## src/rtl/windowed_uniform_histogram_defines.svh

```systemverilog
// Assertion macros used by the histogram top level.
`ifndef WINDOWED_UNIFORM_HISTOGRAM_DEFINES_SVH
`define WINDOWED_UNIFORM_HISTOGRAM_DEFINES_SVH

// Same-cycle implication, checked on the rising edge of i_clk outside reset.
`define WUH_ASSERT(lbl, ante, cons, msg) \
    lbl: assert property (@(posedge i_clk) disable iff (!i_rst_n) (ante) |-> (cons)) \
        else $error(msg);

// Next-cycle implication, checked on the rising edge of i_clk outside reset.
`define WUH_ASSERT_NEXT(lbl, ante, cons, msg) \
    lbl: assert property (@(posedge i_clk) disable iff (!i_rst_n) (ante) |=> (cons)) \
        else $error(msg);

`endif

```

## src/rtl/wuh_pkg.sv

```systemverilog
package wuh_pkg;

    localparam int MAX_BINS   = 64;
    localparam int BIN_W      = $clog2(MAX_BINS);
    localparam int NB_W       = BIN_W + 1;
    localparam int DATA_W     = 32;
    localparam int CFG_NB_W   = 7;
    localparam int CFG_IDX_W  = 2;
    localparam int WORK_DEPTH = 4;
    localparam int WORK_AW    = $clog2(WORK_DEPTH);

    typedef enum logic [CFG_IDX_W-1:0] {
        CFG_WINDOW_LOW  = 2'd0,
        CFG_WINDOW_HIGH = 2'd1,
        CFG_BIN_SCALE   = 2'd2,
        CFG_BINS_IN_USE = 2'd3
    } t_cfg_idx;

    typedef struct packed {
        logic [BIN_W-1:0] bin;
        logic             count;
        logic             final_sample;
    } t_work;

    typedef struct packed {
        logic [BIN_W-1:0]  bin_number;
        logic [DATA_W-1:0] bin_count;
        logic              last_bin;
    } t_result;

    typedef enum logic [1:0] {
        S_IDLE,
        S_INC,
        S_OUT_RD,
        S_OUT_PUSH
    } t_back_state;

    function automatic logic [NB_W-1:0] f_active_bins(input logic [CFG_NB_W-1:0] n);
        logic [NB_W-1:0] r;
        if (n == '0) begin
            r = NB_W'(1);
        end else if (n > CFG_NB_W'(MAX_BINS)) begin
            r = NB_W'(MAX_BINS);
        end else begin
            r = n[NB_W-1:0];
        end
        return r;
    endfunction

endpackage

```

## src/rtl/wuh_queue.sv

```systemverilog
module wuh_queue import wuh_pkg::*; (
    input  logic  i_clk,
    input  logic  i_rst_n,
    input  logic  i_push,
    input  t_work i_data,
    output logic  o_full,
    input  logic  i_pop,
    output t_work o_data,
    output logic  o_empty
);

    t_work              r_mem [WORK_DEPTH];
    logic [WORK_AW-1:0] r_wp;
    logic [WORK_AW-1:0] r_rp;
    logic [WORK_AW:0]   r_cnt;

    logic               w_do_push;
    logic               w_do_pop;

    assign o_full    = r_cnt == (WORK_AW + 1)'(WORK_DEPTH);
    assign o_empty   = r_cnt == '0;
    assign w_do_push = i_push && !o_full;
    assign w_do_pop  = i_pop && !o_empty;
    assign o_data    = r_mem[r_rp];

    always_ff @(posedge i_clk) begin
        if (!i_rst_n) begin
            r_wp  <= '0;
            r_rp  <= '0;
            r_cnt <= '0;
        end else begin
            if (w_do_push) begin
                r_wp <= r_wp + 1'b1;
            end
            if (w_do_pop) begin
                r_rp <= r_rp + 1'b1;
            end
            if (w_do_push && !w_do_pop) begin
                r_cnt <= r_cnt + 1'b1;
            end else if (w_do_pop && !w_do_push) begin
                r_cnt <= r_cnt - 1'b1;
            end
        end
    end

    always_ff @(posedge i_clk) begin
        if (w_do_push) begin
            r_mem[r_wp] <= i_data;
        end
    end

endmodule

```

## config.mk

```make
export PLATFORM = sky130hd
export DESIGN_NAME = wuh_queue
export DESIGN_NICKNAME = d
export VERILOG_FILES = /design/src/rtl/windowed_uniform_histogram_defines.svh /design/src/rtl/wuh_pkg.sv /design/src/rtl/wuh_queue.sv
export SDC_FILE = /design/constraint.sdc
export NUM_CORES = 1
export LEC_CHECK = 0
export BUFFER_PORTS_ARGS = -buffer_cell sky130_fd_sc_hd__buf_4
export CORE_ASPECT_RATIO = 0.9
export CORE_MARGIN = 2
export CORE_UTILIZATION = 30
export DETAILED_ROUTE_END_ITERATION = 10
export SYNTH_ARGS = -nofsm -noshare
export SYNTH_HDL_FRONTEND = slang
export SYNTH_SLANG_ARGS = --single-unit
```

## constraint.sdc

```tcl
create_clock -name i_clk -period 2.6 [get_ports i_clk]
set_input_delay 0.13 -clock i_clk [delete_from_list [all_inputs] [get_ports i_clk]]
set_output_delay 0.13 -clock i_clk [all_outputs]
set_load 0.1 [all_outputs]
```

==> metrics <==
status=complete, no violations; worst-path fanout max=6; post-route ant nets=0; Post-synth ARST share=0%; startpoint type of the worst setup path=register; # diodes=0; vias per cell=4.39; Post-Route WL=2600 µm; DR vias=803; Synth top cells by count=edfxtp_1 (32), dfxtp_1 (9), and2_1 (8), mux4_2 (8), ha_1 (5); setup total negative slack=0 ps; die height=74.1 µm; RSZ-0062 raised after global routing=no; GR Overflow Total=0; Hold Crit Depth=1; Seq/Total Area, Yosys=69.6%; period utilization=82.7%; worst reg2reg path depth=7; Nets=133; Register Area=1140 µm²; leakage power=0.700 nW; Clk Latency, worst-skew pair=280 ps; CTS tree=done; CTS Buf Count=5; initial antenna violation count=0; netlist area before placement=1640 µm²; power per cell area=1210 nW/µm²; crit path max-delay cell type=dfxtp_1; worst setup path class=register to register; minimum clock period=2150 ps; final setup fails=0; Most used DFF post-synth=edfxtp_1; Area Overhead vs Synth=20.8%; post-synth net total=108; core area=5260 µm²; port bufs=21; hold buffer count at CTS=0; clk sink count=41; FMAX=465 MHz; full die area=6070 µm²; Hold WC Path Type=primary input to register; Worst Skew=3.29 ps; Core Rows=25; share of cells above drive strength 1=33.6%; max cap viols=0; Post-route DRC=0; WP data arrival=2360 ps; Avg Cell Area, Syn=18.2 µm²; crit path cell chain=o31ai_2 > ha_1 > inv_1 > fa_1 > xor2_1 > or3_1 > a21boi_1; GP Congestion=0.644; CP max stage delay=410 ps; GRT Resource Usage Total=9.61%; CTS root buf=clkbuf_8; dpl hpwl=1820 µm; Cells after Synth=90; Final Slew Violations=0; Netlist cell types=23; clock-pin slew on the worst setup and hold paths=80 ps; Initial Utilization=31.2%; Slew @ Worst Pin=544 ps; H-tree depth=2; Finished Core Util=37.7%; VDD IR max=714 µV; most common cell in the netlist=edfxtp_1; dominant cells by area after synthesis=edfxtp_1 (59%), dfxtp_1 (11%), mux4_2 (11%); number of flops mapped to enable cells by yosys=32; vias in the first global route=850; top cell type's share of synthesized area=58.6%; post-synth top area cell=edfxtp_1; global-route wire length before repair=4140 µm; endpoint type of the worst setup path=register; Synth Register Bits=41; worst path required time=2820 ps; Detailed Route Iter0 Violations=19; TritonRoute pass-1 iters=4; YS warnings=0; max_slew headroom=63.7%; area of the multi-input gates=469 µm²; Die W=81.9 µm; pin count of the biggest net entering global routing=14; clock tree buffer depth=2; post-CTS setup buffers=0; post-DR wirelength/cell=14.2 µm; Final Hold Vio Count=0; num ports=22; post-cts resize count=0; fillcell total=500
cell families after synthesis:
logic type                 count (synthesis)  share of synthesized area [%]
AOI/OAI and AO/OA                          4                           2.06
xor gates and xnor gates                   4                           2.14
adders and majority gates                  6                           5.04
buffers and inverters                      7                           2.14
DFF                                       41                           69.6
muxes                                     11                           12.8
and+or+nand+nor                           17                           6.18
per-stage QoR:
step	setup WS (ps)	hold WS, ps	cells	power [W]	cell area, µm²
after floorplan	-18.1	229	90	0.00174	1650
after global placement	614	332	175	0.00191	1870
after detailed placement	465	337	175	0.00194	1870
after CTS	456	35.3	183	0.00243	1980
after global routing	330	28.8	183	0.00251	1980
final	451	45.5	183	0.00240	1980
state kept, by name (all words and copies together) (netlist names), named ones only:
name,count
r_mem,32
r_cnt,3
r_rp,2
r_wp,2
area by class of cell:
type / count / share of cell area [%]
Clock buffer: 5 / 3.47
Clock inverter: 3 / 2.08
Inverter: 3 / 0.569
Multi-Input combinational cell: 42 / 23.7
Sequential cell: 41 / 57.6
Tap cell: 67 / 4.23
Timing Repair Buffer: 22 / 8.34
power breakdown:
group / internal, W / total (W) / switching (W) / leakage [nW]
logic: 0.000297 / 0.00101 / 0.000710 / 0.280
clock network: 0.000282 / 0.000487 / 0.000205 / 0.0518
registers: 0.000806 / 0.000905 / 0.0000991 / 0.367
total: 0.00139 / 0.00240 / 0.00101 / 0.700
layout by cell type (no fill, tap or decap), drive strengths merged:
cell type / Yosys / final
o31ai: 1 / 1
xnor2: 3 / 3
nor3b: 1 / 1
mux2i: 3 / 3
clkinvlp: 0 / 1
clkbuf: 1 / 5
inv: 3 / 3
nor2b: 2 / 2
or3: 1 / 1
edfxtp: 32 / 32
a21boi: 1 / 1
buf: 3 / 22
xor2: 1 / 1
mux4: 8 / 8
ha: 5 / 5
bufinv: 0 / 1
clkinv: 0 / 1
nand2: 4 / 4
nor3: 1 / 1
fa: 1 / 1
o311ai: 1 / 1
and2: 8 / 8
o21ai: 1 / 1
dfxtp: 9 / 9
worst max-delay path, delay by kind of cell, from the launching register on:
kind / cells / cell delay [ps]
AOI/OAI and AO/OA: 2 / 490
xor gates and xnor gates: 1 / 170
adders and majority gates: 2 / 630
buffers and inverters: 1 / 60
DFF: 1 / 410
and+or+nand+nor: 1 / 320
final timing paths:
path | slack (ps) | start | end
setup / recovery | 450 | r_cnt[0] | r_cnt[2]
hold / removal | 50 | i_data[5] | r_mem[2][5]
setup reg to reg | 450 | r_cnt[0] | r_cnt[2]
hold reg to reg | 500 | r_wp[0] | r_wp[0]
metal layers:
layer  track usage [%]  vias up  part of all wire (%)
met5                 0        -                     0
met4              3.33        0                     0
met3              2.91        0                   5.0
met2              16.3       19                    50
met1              11.8      401                    44
li1                  -      383                     -
(Power assumes the default switching activity.)
