File: src/rtl/windowed_uniform_histogram_defines.svh
// Assertion macros used by the histogram top level.
`ifndef WINDOWED_UNIFORM_HISTOGRAM_DEFINES_SVH
`define WINDOWED_UNIFORM_HISTOGRAM_DEFINES_SVH

// Same-cycle implication, checked on the rising edge of i_clk outside reset.
`define WUH_ASSERT(lbl, ante, cons, msg) \
    lbl: assert property (@(posedge i_clk) disable iff (!i_rst_n) (ante) |-> (cons)) \
        else $error(msg);

// Next-cycle implication, checked on the rising edge of i_clk outside reset.
`define WUH_ASSERT_NEXT(lbl, ante, cons, msg) \
    lbl: assert property (@(posedge i_clk) disable iff (!i_rst_n) (ante) |=> (cons)) \
        else $error(msg);

`endif

File: src/rtl/wuh_pkg.sv
package wuh_pkg;

    localparam int MAX_BINS   = 64;
    localparam int BIN_W      = $clog2(MAX_BINS);
    localparam int NB_W       = BIN_W + 1;
    localparam int DATA_W     = 32;
    localparam int CFG_NB_W   = 7;
    localparam int CFG_IDX_W  = 2;
    localparam int WORK_DEPTH = 4;
    localparam int WORK_AW    = $clog2(WORK_DEPTH);

    typedef enum logic [CFG_IDX_W-1:0] {
        CFG_WINDOW_LOW  = 2'd0,
        CFG_WINDOW_HIGH = 2'd1,
        CFG_BIN_SCALE   = 2'd2,
        CFG_BINS_IN_USE = 2'd3
    } t_cfg_idx;

    typedef struct packed {
        logic [BIN_W-1:0] bin;
        logic             count;
        logic             final_sample;
    } t_work;

    typedef struct packed {
        logic [BIN_W-1:0]  bin_number;
        logic [DATA_W-1:0] bin_count;
        logic              last_bin;
    } t_result;

    typedef enum logic [1:0] {
        S_IDLE,
        S_INC,
        S_OUT_RD,
        S_OUT_PUSH
    } t_back_state;

    function automatic logic [NB_W-1:0] f_active_bins(input logic [CFG_NB_W-1:0] n);
        logic [NB_W-1:0] r;
        if (n == '0) begin
            r = NB_W'(1);
        end else if (n > CFG_NB_W'(MAX_BINS)) begin
            r = NB_W'(MAX_BINS);
        end else begin
            r = n[NB_W-1:0];
        end
        return r;
    endfunction

endpackage

File: src/rtl/wuh_front.sv
module wuh_front import wuh_pkg::*; (
    input  logic              i_clk,
    input  logic              i_rst_n,
    input  logic              i_push,
    output logic              o_full,
    input  logic [31:0]       i_position,
    input  logic              i_final_sample,
    input  logic [31:0]       i_window_low,
    input  logic [31:0]       i_window_high,
    input  logic [31:0]       i_bin_scale,
    input  logic [NB_W-1:0]   i_nb,
    output logic              o_q_push,
    output t_work             o_q_work,
    input  logic              i_q_full
);

    logic              r_v1;
    logic [31:0]       r_diff1;
    logic              r_win1;
    logic              r_fin1;
    logic              r_v2;
    logic [63:0]       r_prod2;
    logic              r_win2;
    logic              r_fin2;

    logic [32:0]       w_diff;
    logic              w_in_window;
    logic [63:0]       w_prod;
    logic [31:0]       w_bin_hi;
    logic              w_count;
    logic              w_adv1;
    logic              w_adv2;
    logic              w_accept;

    assign w_diff      = {i_position[31], i_position} - {i_window_low[31], i_window_low};
    assign w_in_window = ($signed(i_position) >= $signed(i_window_low)) &&
                         ($signed(i_position) <= $signed(i_window_high));
    assign w_prod      = 64'(r_diff1) * 64'(i_bin_scale);

    assign w_bin_hi = r_prod2[63:32];
    assign w_count  = r_win2 && (w_bin_hi < 32'(i_nb));

    assign w_adv2   = !r_v2 || !i_q_full;
    assign w_adv1   = !r_v1 || w_adv2;
    assign w_accept = i_push && w_adv1;
    assign o_full   = !w_adv1;

    assign o_q_push              = r_v2 && !i_q_full && (w_count || r_fin2);
    assign o_q_work.bin          = w_bin_hi[BIN_W-1:0];
    assign o_q_work.count        = w_count;
    assign o_q_work.final_sample = r_fin2;

    always_ff @(posedge i_clk) begin
        if (!i_rst_n) begin
            r_v1 <= 1'b0;
            r_v2 <= 1'b0;
        end else begin
            if (w_adv1) begin
                r_v1 <= w_accept;
            end
            if (w_adv2) begin
                r_v2 <= r_v1;
            end
        end
    end

    always_ff @(posedge i_clk) begin
        if (w_adv1) begin
            r_diff1 <= w_diff[31:0];
            r_win1  <= w_in_window;
            r_fin1  <= i_final_sample;
        end
        if (w_adv2) begin
            r_prod2 <= w_prod;
            r_win2  <= r_win1;
            r_fin2  <= r_fin1;
        end
    end

endmodule

File: config.mk
export PLATFORM = sky130hd
export DESIGN_NAME = wuh_front
export DESIGN_NICKNAME = d
export VERILOG_FILES = /design/src/rtl/windowed_uniform_histogram_defines.svh /design/src/rtl/wuh_pkg.sv /design/src/rtl/wuh_front.sv
export SDC_FILE = /design/constraint.sdc
export NUM_CORES = 2
export LEC_CHECK = 0
export ABC_AREA = 1
export BUFFER_PORTS_ARGS = -buffer_cell sky130_fd_sc_hd__buf_2
export CELL_PAD_IN_SITES_DETAIL_PLACEMENT = 1
export CELL_PAD_IN_SITES_GLOBAL_PLACEMENT = 2
export CORE_MARGIN = 5
export CORE_UTILIZATION = 39
export CTS_CLUSTER_DIAMETER = 50
export DETAILED_ROUTE_END_ITERATION = 8
export GPL_ROUTABILITY_DRIVEN = 0
export PLACE_DENSITY_LB_ADDON = 0.1
export SKIP_CTS_REPAIR_TIMING = 1
export SLEW_MARGIN = 20
export SYNTH_ARGS = -nofsm -noshare
export SYNTH_HDL_FRONTEND = slang
export SYNTH_SLANG_ARGS = --single-unit
File: constraint.sdc
create_clock -name i_clk -period 9.7 [get_ports i_clk]
set_clock_uncertainty 0.1 [all_clocks]
set_input_delay 1.94 -clock i_clk [delete_from_list [all_inputs] [get_ports i_clk]]
set_output_delay 1.94 -clock i_clk [all_outputs]
set_load 0.02 [all_outputs]
==> summary.txt <==
Timing
  – Pins over their slew limit: 0
  – Final setup vio count: 0
  – Clock period minus worst slack: between 8 and 9 ns
  – Fmax: 0.114 GHz
  – Max_slew headroom: 22.5%
  – Final period util: between 90 and 100%
  – RSZ-0062 raised after global routing: false
  – Hold Vio Cnt, Final: 0
  – Slew @ Worst Pin: approximately 1.2 ns
  – Setup_tns: 0 ns

Global route
  – Number of global-route vias before repair: ~37k
  – Pin count of the biggest net entering global routing: 37
  – Tot GR Track Use: 24.4%
  – Initial antenna violation count: 2
  – Grt total ovfl: 0
  – First-pass GRT wire length: 210 mm

CTS
  – CTS tree: yes
  – Clock Path Buffers: 2
  – Clk sink count: 70
  – Clock slew at reported path FFs: ~0.07 ns
  – Htree depth: 3
  – Root buf cell: clkbuf_16
  – Num CTS Buffers: 9
  – Skew-Pair Late Insertion Delay: 0.38 ns

Yosys
  – Dominant cell type by area after synthesis: fa_1
  – Synth Flop Type: edfxtp_1
  – Post-synth EDFFs: 68
  – Top post-synthesis cells by area: fa_1, inv_1, nand2_1, ha_1, edfxtp_1
  – Fraction of registers with async set/reset: 0%
  – Yosys Warn Count: 0
  – Synth Register Bits: 70
  – Net Count, Synth: 6719
  – Post-synth top cells: inv_1, nand2_1, fa_1
  – Post-synth top area share: 44.4%
  – Syn_area_per_cell: 7.55 sq um
  – Mapped Cells: ~5.4k
  – Post-Syn Area: slightly above 40000 sq um
  – Unique masters post-synth: between 40 and 50
  – Most numerous cell in the Yosys netlist: inv_1
  – Sequential area share after synthesis: 5.15%

Drt
  – Met1 WL: between 50 and 60 mm
  – Routed Wire Length: 132 mm
  – Antenna-violating nets left: 0
  – Vias/cell: 4.77
  – Uppermost layer routed: met4
  – Met3 WL post-DR: 2.99 mm
  – DR vias: 32.3k
  – Residual DRC count: 0
  – Wire per inst: between 15 and 20 microns
  – WL met2: 67.6 mm
  – DRT Pass-1 Iters: 5
  – DR iter-0 viols: about 1.5k

Outcome
  – Outcome: completed

Die
  – I/O Pins: 150
  – CORE AREA: 103000 sq um
  – Die Footprint: about 110000 sq um
  – Die Height: 332 microns
  – Initial core utilization: 39.2%
  – Core Rows: between 100 and 150
  – Die X: around 330 microns

Critical path
  – Worst path required time: 9.74 ns
  – Setup CP Type: primary input to flop
  – Worst R2R Path Depth: 21
  – Crit-path most repeated cell: fa_1
  – CP max stage cell: fa_1
  – Crit path DAT: 8.82 ns
  – Setup crit end kind: flop
  – Critical path fanouts, max: 20
  – CP Launch Type: primary input
  – Crit-path max cell delay: 0.58 ns

Run
  – Max Cap Viol: 0

Finish
  – Multi-input gate area: 31000 sq um
  – Layout cells sized above 1: approximately 5.9%
  – # diodes: 0
  – Register area: 2080 sq um
  – Layout area overhead: 6.76%
  – Post-Layout Cell Count: 6781
  – Nets: 6762
  – FILL cells: 12.9k
  – Final non-filler cell area: 43200 sq um

Hold path
  – Worst min-delay path class: flop to flop
  – Hold path depth: 0

Place
  – Hpwl dp: about 120 mm
  – Placed Cells: 6765
  – Buffers on Ports: 149
  – Dpl cell area: about 43000 sq um
-- sequential cells by signal, summed over array words and instances (netlist names) --
register,count
r_v2,1
r_win1,1
r_win2,1
r_fin1,1
r_v1,1
r_fin2,1
r_prod2,32
r_diff1,32
-- cell usage in the layout (no fill, tap or decap), types with 64 or more instances in the layout --
cell         n
ha_1       330
buf_4       77
buf_2      149
nand3_1     72
inv_1     1720
fa_1       896
nor2_1     170
o21ai_0     64
a21oi_1    148
edfxtp_1    68
nand2_1   1474
-- cell families after synthesis --
logic type / synth area share (%)
buffers and inverters: 18.1
and+or+nand+nor: 17.5
adders and majority gates: 54.6
AOI/OAI and AO/OA: 3.91
DFF: 5.15
xor gates and xnor gates: 0.693
-- worst max-delay path, delay by kind of cell --
kind,cells,cell delay (ns)
fa+ha+maj,9,4.37
simple gates,8,0.86
compound gates,2,0.49
buf+inv,6,1.15
-- final cells by class --
type                            count  share of cell area (%)
Clock buffer                        9                   0.522
Multi-Input combinational cell   3338                    71.9
Inverter                         1744                    15.2
Sequential cell                    70                    4.82
Timing Repair Buffer              233                    3.40
Clock inverter                      7                   0.223
Tap cell                         1380                    4.00
-- through the flow --
stage | hold WS [ns] | setup slack [ns] | util [%]
3_3_place_gp | 0.305 | 0.483 | 41.5
3_5_place_dp | 0.307 | 0.550 | 41.5
2_1_floorplan | 0.300 | 1.72 | -
5_1_grt | 0.333 | 0.569 | 41.8
4_1_cts | 0.325 | 0.945 | 41.8
6_report | 0.324 | 0.913 | 41.8
-- layer usage --
metal,track usage [%],vias to the layer above
met5,0,-
met4,4.50,0
met3,1.09,111
met2,44.5,473
met1,32.6,16700
li1,-,15100
-- worst paths after layout --
path | from | slack, ns | to
max reg2reg | r_diff1[16] | 1.95 | r_prod2[56]
min | r_fin1 | 0.32 | r_fin2
max | i_bin_scale[24] | 0.91 | r_prod2[54]
min reg2reg | r_fin1 | 0.32 | r_fin2
Power is left out: the tool's default activity adds up to more than one toggle a clock period on the data nets, which glitch-free logic cannot reach.
