## src/rtl/windowed_uniform_histogram_defines.svh

```systemverilog
// Assertion macros used by the histogram top level.
`ifndef WINDOWED_UNIFORM_HISTOGRAM_DEFINES_SVH
`define WINDOWED_UNIFORM_HISTOGRAM_DEFINES_SVH

// Same-cycle implication, checked on the rising edge of i_clk outside reset.
`define WUH_ASSERT(lbl, ante, cons, msg) \
    lbl: assert property (@(posedge i_clk) disable iff (!i_rst_n) (ante) |-> (cons)) \
        else $error(msg);

// Next-cycle implication, checked on the rising edge of i_clk outside reset.
`define WUH_ASSERT_NEXT(lbl, ante, cons, msg) \
    lbl: assert property (@(posedge i_clk) disable iff (!i_rst_n) (ante) |=> (cons)) \
        else $error(msg);

`endif

```

## src/rtl/wuh_pkg.sv

```systemverilog
package wuh_pkg;

    localparam int MAX_BINS   = 64;
    localparam int BIN_W      = $clog2(MAX_BINS);
    localparam int NB_W       = BIN_W + 1;
    localparam int DATA_W     = 32;
    localparam int CFG_NB_W   = 7;
    localparam int CFG_IDX_W  = 2;
    localparam int WORK_DEPTH = 4;
    localparam int WORK_AW    = $clog2(WORK_DEPTH);

    typedef enum logic [CFG_IDX_W-1:0] {
        CFG_WINDOW_LOW  = 2'd0,
        CFG_WINDOW_HIGH = 2'd1,
        CFG_BIN_SCALE   = 2'd2,
        CFG_BINS_IN_USE = 2'd3
    } t_cfg_idx;

    typedef struct packed {
        logic [BIN_W-1:0] bin;
        logic             count;
        logic             final_sample;
    } t_work;

    typedef struct packed {
        logic [BIN_W-1:0]  bin_number;
        logic [DATA_W-1:0] bin_count;
        logic              last_bin;
    } t_result;

    typedef enum logic [1:0] {
        S_IDLE,
        S_INC,
        S_OUT_RD,
        S_OUT_PUSH
    } t_back_state;

    function automatic logic [NB_W-1:0] f_active_bins(input logic [CFG_NB_W-1:0] n);
        logic [NB_W-1:0] r;
        if (n == '0) begin
            r = NB_W'(1);
        end else if (n > CFG_NB_W'(MAX_BINS)) begin
            r = NB_W'(MAX_BINS);
        end else begin
            r = n[NB_W-1:0];
        end
        return r;
    endfunction

endpackage

```

## src/rtl/wuh_ram.sv

```systemverilog
module wuh_ram #(
    parameter int WIDTH = 32,
    parameter int DEPTH = 64
) (
    input  logic                     i_clk,
    input  logic                     i_we,
    input  logic [$clog2(DEPTH)-1:0] i_waddr,
    input  logic [WIDTH-1:0]         i_wdata,
    input  logic [$clog2(DEPTH)-1:0] i_raddr,
    output logic [WIDTH-1:0]         o_rdata
);

    logic [WIDTH-1:0] r_mem [DEPTH];
    logic [WIDTH-1:0] r_rdata;

    always_ff @(posedge i_clk) begin
        if (i_we) begin
            r_mem[i_waddr] <= i_wdata;
        end
        r_rdata <= r_mem[i_raddr];
    end

    assign o_rdata = r_rdata;

endmodule

```

## src/rtl/wuh_back.sv

```systemverilog
module wuh_back import wuh_pkg::*; (
    input  logic            i_clk,
    input  logic            i_rst_n,
    input  logic            i_q_empty,
    input  t_work           i_q_data,
    output logic            o_q_pop,
    input  logic [NB_W-1:0] i_nb,
    output t_result         o_result,
    output logic            o_empty,
    input  logic            i_pop
);

    t_back_state        r_state;
    t_back_state        n_state;
    t_work              r_work;
    t_work              n_work;
    logic [BIN_W-1:0]   r_addr;
    logic [BIN_W-1:0]   n_addr;
    logic [BIN_W-1:0]   r_k;
    logic [BIN_W-1:0]   n_k;
    logic [MAX_BINS-1:0] r_valid;

    t_result            r_ob [2];
    logic               r_ob_wp;
    logic               r_ob_rp;
    logic [1:0]         r_ob_cnt;

    logic [BIN_W-1:0]   w_raddr;
    logic [DATA_W-1:0]  w_rdata;
    logic [DATA_W-1:0]  w_old;
    logic [DATA_W-1:0]  w_inc;
    logic               w_we;
    logic               w_clear;
    logic               w_last;
    logic               w_ob_full;
    logic               w_ob_push;
    logic               w_ob_pop;
    t_result            w_ob_data;

    wuh_ram #(
        .WIDTH (DATA_W),
        .DEPTH (MAX_BINS)
    ) u_counters (
        .i_clk   (i_clk),
        .i_we    (w_we),
        .i_waddr (r_addr),
        .i_wdata (w_inc),
        .i_raddr (w_raddr),
        .o_rdata (w_rdata)
    );

    assign w_old     = r_valid[r_addr] ? w_rdata : '0;
    assign w_inc     = (&w_old) ? w_old : w_old + 1'b1;
    assign w_last    = ({1'b0, r_k} + NB_W'(1)) == i_nb;
    assign w_ob_full = r_ob_cnt == 2'd2;
    assign o_empty   = r_ob_cnt == 2'd0;
    assign w_ob_pop  = i_pop && !o_empty;
    assign o_result  = r_ob[r_ob_rp];

    assign w_ob_data.bin_number = r_addr;
    assign w_ob_data.bin_count  = w_old;
    assign w_ob_data.last_bin   = w_last;

    always_comb begin
        n_state   = r_state;
        n_work    = r_work;
        n_addr    = r_addr;
        n_k       = r_k;
        o_q_pop   = 1'b0;
        w_raddr   = r_addr;
        w_we      = 1'b0;
        w_clear   = 1'b0;
        w_ob_push = 1'b0;
        case (r_state)
            S_IDLE: begin
                if (!i_q_empty) begin
                    o_q_pop = 1'b1;
                    n_work  = i_q_data;
                    if (i_q_data.count) begin
                        w_raddr = i_q_data.bin;
                        n_addr  = i_q_data.bin;
                        n_state = S_INC;
                    end else if (i_q_data.final_sample) begin
                        n_k     = '0;
                        n_state = S_OUT_RD;
                    end
                end
            end
            S_INC: begin
                w_we = 1'b1;
                if (r_work.final_sample) begin
                    n_k     = '0;
                    n_state = S_OUT_RD;
                end else begin
                    n_state = S_IDLE;
                end
            end
            S_OUT_RD: begin
                if (!w_ob_full) begin
                    w_raddr = r_k;
                    n_addr  = r_k;
                    n_state = S_OUT_PUSH;
                end
            end
            S_OUT_PUSH: begin
                w_ob_push = 1'b1;
                if (w_last) begin
                    w_clear = 1'b1;
                    n_state = S_IDLE;
                end else begin
                    n_k     = r_k + 1'b1;
                    n_state = S_OUT_RD;
                end
            end
            default: begin
                n_state = S_IDLE;
            end
        endcase
    end

    always_ff @(posedge i_clk) begin
        if (!i_rst_n) begin
            r_state  <= S_IDLE;
            r_valid  <= '0;
            r_ob_wp  <= 1'b0;
            r_ob_rp  <= 1'b0;
            r_ob_cnt <= 2'd0;
        end else begin
            r_state <= n_state;
            if (w_clear) begin
                r_valid <= '0;
            end else if (w_we) begin
                r_valid[r_addr] <= 1'b1;
            end
            if (w_ob_push) begin
                r_ob_wp <= !r_ob_wp;
            end
            if (w_ob_pop) begin
                r_ob_rp <= !r_ob_rp;
            end
            if (w_ob_push && !w_ob_pop) begin
                r_ob_cnt <= r_ob_cnt + 1'b1;
            end else if (w_ob_pop && !w_ob_push) begin
                r_ob_cnt <= r_ob_cnt - 1'b1;
            end
        end
    end

    always_ff @(posedge i_clk) begin
        r_work <= n_work;
        r_addr <= n_addr;
        r_k    <= n_k;
        if (w_ob_push) begin
            r_ob[r_ob_wp] <= w_ob_data;
        end
    end

endmodule
```

## config.mk

```make
export PLATFORM = sky130hd
export DESIGN_NAME = wuh_back
export DESIGN_NICKNAME = d
export VERILOG_FILES = /design/src/rtl/windowed_uniform_histogram_defines.svh /design/src/rtl/wuh_pkg.sv /design/src/rtl/wuh_ram.sv /design/src/rtl/wuh_back.sv
export SDC_FILE = /design/constraint.sdc
export NUM_CORES = 2
export LEC_CHECK = 0
export ABC_AREA = 1
export BUFFER_PORTS_ARGS = -buffer_cell sky130_fd_sc_hd__buf_2
export CORE_MARGIN = 4
export CORE_UTILIZATION = 66
export CTS_BUF_LIST = sky130_fd_sc_hd__clkbuf_8
export CTS_CLUSTER_DIAMETER = 200
export CTS_CLUSTER_SIZE = 28
export DETAILED_ROUTE_END_ITERATION = 6
export PLACE_DENSITY = 0.82
export SYNTH_ARGS = -nofsm -noshare
export SYNTH_HDL_FRONTEND = slang
export SYNTH_SLANG_ARGS = --single-unit
```

## constraint.sdc

```tcl
create_clock -name i_clk -period 4.55 [get_ports i_clk]
set_input_delay 0.6825 -clock i_clk [delete_from_list [all_inputs] [get_ports i_clk]]
set_output_delay 0.6825 -clock i_clk [all_outputs]
set_load 0.03 [all_outputs]
```

==> metrics <==
htree depth=3; crit-path max FO=48; full die area=around 150000 um^2; cell type with the largest total area after synthesis=sky130_fd_sc_hd__edfxtp_1; ys flop type=sky130_fd_sc_hd__edfxtp_1; smallest hold slack=about 0.096 ns; Port Buffers=59; count of nets after finishing=7957; number of optimization iterations in the first detailed-route pass=7; cell repeated most along the worst path=sky130_fd_sc_hd__nand2_1; CP Data Required Time=5.20 ns; DRC=0; Syn Std Cell Area=~94000 um^2; final max-slew violation count=0; critical path startpoint category=flop; Sink Count=approximately 2200; Max VDD drop=0.688 mV; power per standard cell area=about 640 nW/um^2; via density per instance=~6.4; WP buf/inv=6; kind of cell adding the most delay to the critical path=simple AND/OR/NAND/NOR gates; number of buffers created by CTS=90; core region area=roughly 140000 um^2; fraction of final layout cells sized beyond drive strength 1=~7.7%; Leakage=about 37 nW; total of endpoints with negative setup slack in the final report=0; Cells after Synth=around 8000; highest cell delay on the worst timing path=between 0.4 and 0.5 ns; count of flip-flops with a built-in enable after synthesis=between 2000 and 2500; GRT Overall Usage=between 30 and 40%; f_max=~230 MHz; wire length of the first global-routing pass=approximately 390000 um; number of warning messages in the yosys log=0; async set-or-reset flop fraction in the synthesized netlist=0%; proportion of synthesized chip area in sequential cells=between 70% and 80%; number of register bits inferred by synthesis=between 2000 and 2500; Critical-path top delay cell=sky130_fd_sc_hd__nand3_2; clock tree from TritonCTS=done; worst-skew pair later-pin latency=between 0.9 and 1 ns; Fin Clk Skew=roughly 0.086 ns; maximum number of pins on one net before global-route repair=about 140; critical path class=reg2reg; crit path cell chain=buf_4, inv_2, nand2_1, nand3_1, nand2_1, o21ai_1, nand2_1, nor2_1, nand2_2, nand2_1, inv_1, ha_1, inv_1, nor2_4, nand2_2, nor2_4, nand2_2, buf_12, nand3_2, buf_12; initial antenna violation count=18; run status=complete, no violations; mean instance size in the synthesized netlist=11.7 um^2; shortest period the worst path allows=roughly 4.3 ns; post-synth top area share=roughly 68%; ranking of synthesized cells by instance count=sky130_fd_sc_hd__edfxtp_1 (2133), sky130_fd_sc_hd__nand2_1 (1453), sky130_fd_sc_hd__inv_1 (1271); top post-synthesis cells by area=sky130_fd_sc_hd__edfxtp_1 (68%), sky130_fd_sc_hd__o211ai_1 (6.4%), sky130_fd_sc_hd__nand3_1 (6.4%), sky130_fd_sc_hd__nand2_1 (5.8%), sky130_fd_sc_hd__inv_1 (5.1%); Hold Crit Class=in2reg; RD Place Congestion=around 1.0; remaining antenna violation count=0; area after detailed placement=97700 um^2; setup repair after global routing missed its margin=no; portion of the clock cycle consumed by the worst path in the final layout=a little over nine tenths; synthesis-to-layout area growth=5.98%; total overflow reported by the global router=0; count leader, synth=sky130_fd_sc_hd__edfxtp_1; Distinct cells, synth=34; wire length reported by the detailed router=about 270000 um; Longest Clk Path Bufs=3; total nets after synthesis=8006; core occupancy in the finished layout=a little over two thirds; I/O pin count=60; Max-cap violations=0; Relative slew margins=22.8%; arrival time at the worst endpoint=just under 5 ns; die span in x=slightly below 400 um; Initial Utilization=approximately two thirds; clock tree root buffer cell=sky130_fd_sc_hd__clkbuf_8; routed length per placed instance=~28 um; DRC violation total after the first TritonRoute iteration=around 10000; HPWL Detailed=159000 um; clock-pin transition on the worst setup and hold timing paths=about 0.18 ns; routed vias=around 63000; final number of hold-violating endpoints=0; Total Neg Setup Slack=0 ns; post-route cell area=99300 um^2; number of inserted filler cells in the final layout=9296; die height=between 300 and 400 um; measured slew at the worst slew-check pin=between 1 and 1.5 ns; number of global-route vias before repair=59800; kind of end point of the critical path=flop; FP Rows=137
-- metal layers --
metal | share of wire (%) | track usage [%] | up-vias
met1 | 34 | 48.0 | 30000
li1 | - | - | 27500
met3 | 14 | 8.52 | 1020
met4 | 7.4 | 22.1 | 10
met2 | 45 | 56.3 | 4736
met5 | 0.028 | 0 | -
-- cell families after synthesis --
kind of cell / count (synthesis) / synth area share [%]
AOI/OAI and AO/OA: 947 / 7.23
xor gates and xnor gates: 8 / 0.0748
adders and majority gates: 3 / 0.0401
buffers and inverters: 1754 / 7.75
DFF: 2242 / 70.7
muxes: 39 / 0.469
and+or+nand+nor: 2991 / 13.7
-- state kept, by name, indices dropped and copies added, names as in the netlist, 2 cells and up, named ones only --
signal and count:
r_ob_cnt 2, r_addr 6, u_counters.r_mem 2048, r_state 2, r_ob 78, r_k 6, r_valid 64, u_counters.o_rdata 32
-- report_power, final --
group	internal [W]	switching, W	total, W
Clock	0.00194	0.00575	0.00770
Combinational	0.00716	0.0208	0.0280
Sequential	0.0271	0.000426	0.0275
Total	0.0362	0.0270	0.0632
-- timing repair --
item                                   4_1_cts  5_1_grt
setup buffers                                0        0
resized for setup                            0        0
endpoints found under the hold margin        4        0
hold buffers                                 2        0
-- cell usage in the layout (no fill, tap or decap), types with 9 or more instances in the layout --
cell,synthesis,final
sky130_fd_sc_hd__nand3_1,1197,1167
sky130_fd_sc_hd__inv_1,1271,1319
sky130_fd_sc_hd__diode_2,0,10
sky130_fd_sc_hd__buf_12,0,85
sky130_fd_sc_hd__o211ai_1,801,801
sky130_fd_sc_hd__edfxtp_1,2133,2133
sky130_fd_sc_hd__o21ai_0,103,103
sky130_fd_sc_hd__nand2_1,1453,1447
sky130_fd_sc_hd__mux2_2,39,39
sky130_fd_sc_hd__nor3_1,11,11
sky130_fd_sc_hd__nor2_4,6,72
sky130_fd_sc_hd__o21ai_1,21,21
sky130_fd_sc_hd__clkbuf_8,0,93
sky130_fd_sc_hd__a21oi_1,15,13
sky130_fd_sc_hd__nand3_2,3,32
sky130_fd_sc_hd__inv_2,11,10
sky130_fd_sc_hd__nand2_2,4,9
sky130_fd_sc_hd__dfxtp_1,109,109
sky130_fd_sc_hd__nor2_1,300,234
sky130_fd_sc_hd__buf_2,246,59
sky130_fd_sc_hd__buf_4,44,185
-- final cells by class --
type | count | area (um^2) | area share (%)
sequential | 2242 | 66200 | 66.7
multi-input combinational | 3988 | 20900 | 21.0
inverter | 1282 | 4840 | 4.88
timing repair buffer | 331 | 3410 | 3.43
tap | 1876 | 2350 | 2.36
clock buffer | 93 | 1280 | 1.29
clock inverter | 56 | 258 | 0.260
antenna | 10 | 25.0 | 0.0252
-- path summary, 6_finish.rpt --
path / startpoint / depth (start not counted) / slack [ns] / endpoint
hold / removal: i_q_empty / 2 / 0.1 / r_work[0]
setup reg to reg: r_addr[0] / 20 / 0.22 / u_counters.r_mem[31][11]
setup / recovery: r_addr[0] / 20 / 0.22 / u_counters.r_mem[31][11]
hold reg to reg: r_valid[55] / 2 / 0.47 / r_valid[55]
-- through the flow --
step / setup WS (ns) / power (W) / std cells
global route: 0.0502 / 0.0656 / 9873
floorplan: 0.508 / 0.0447 / 7984
CTS: 0.327 / 0.0624 / 9868
global placement: 0.298 / 0.0543 / 9717
detailed placement: 0.387 / 0.0551 / 9717
finish: 0.225 / 0.0632 / 9878
No activity file was read; power rests on OpenSTA's default activity.
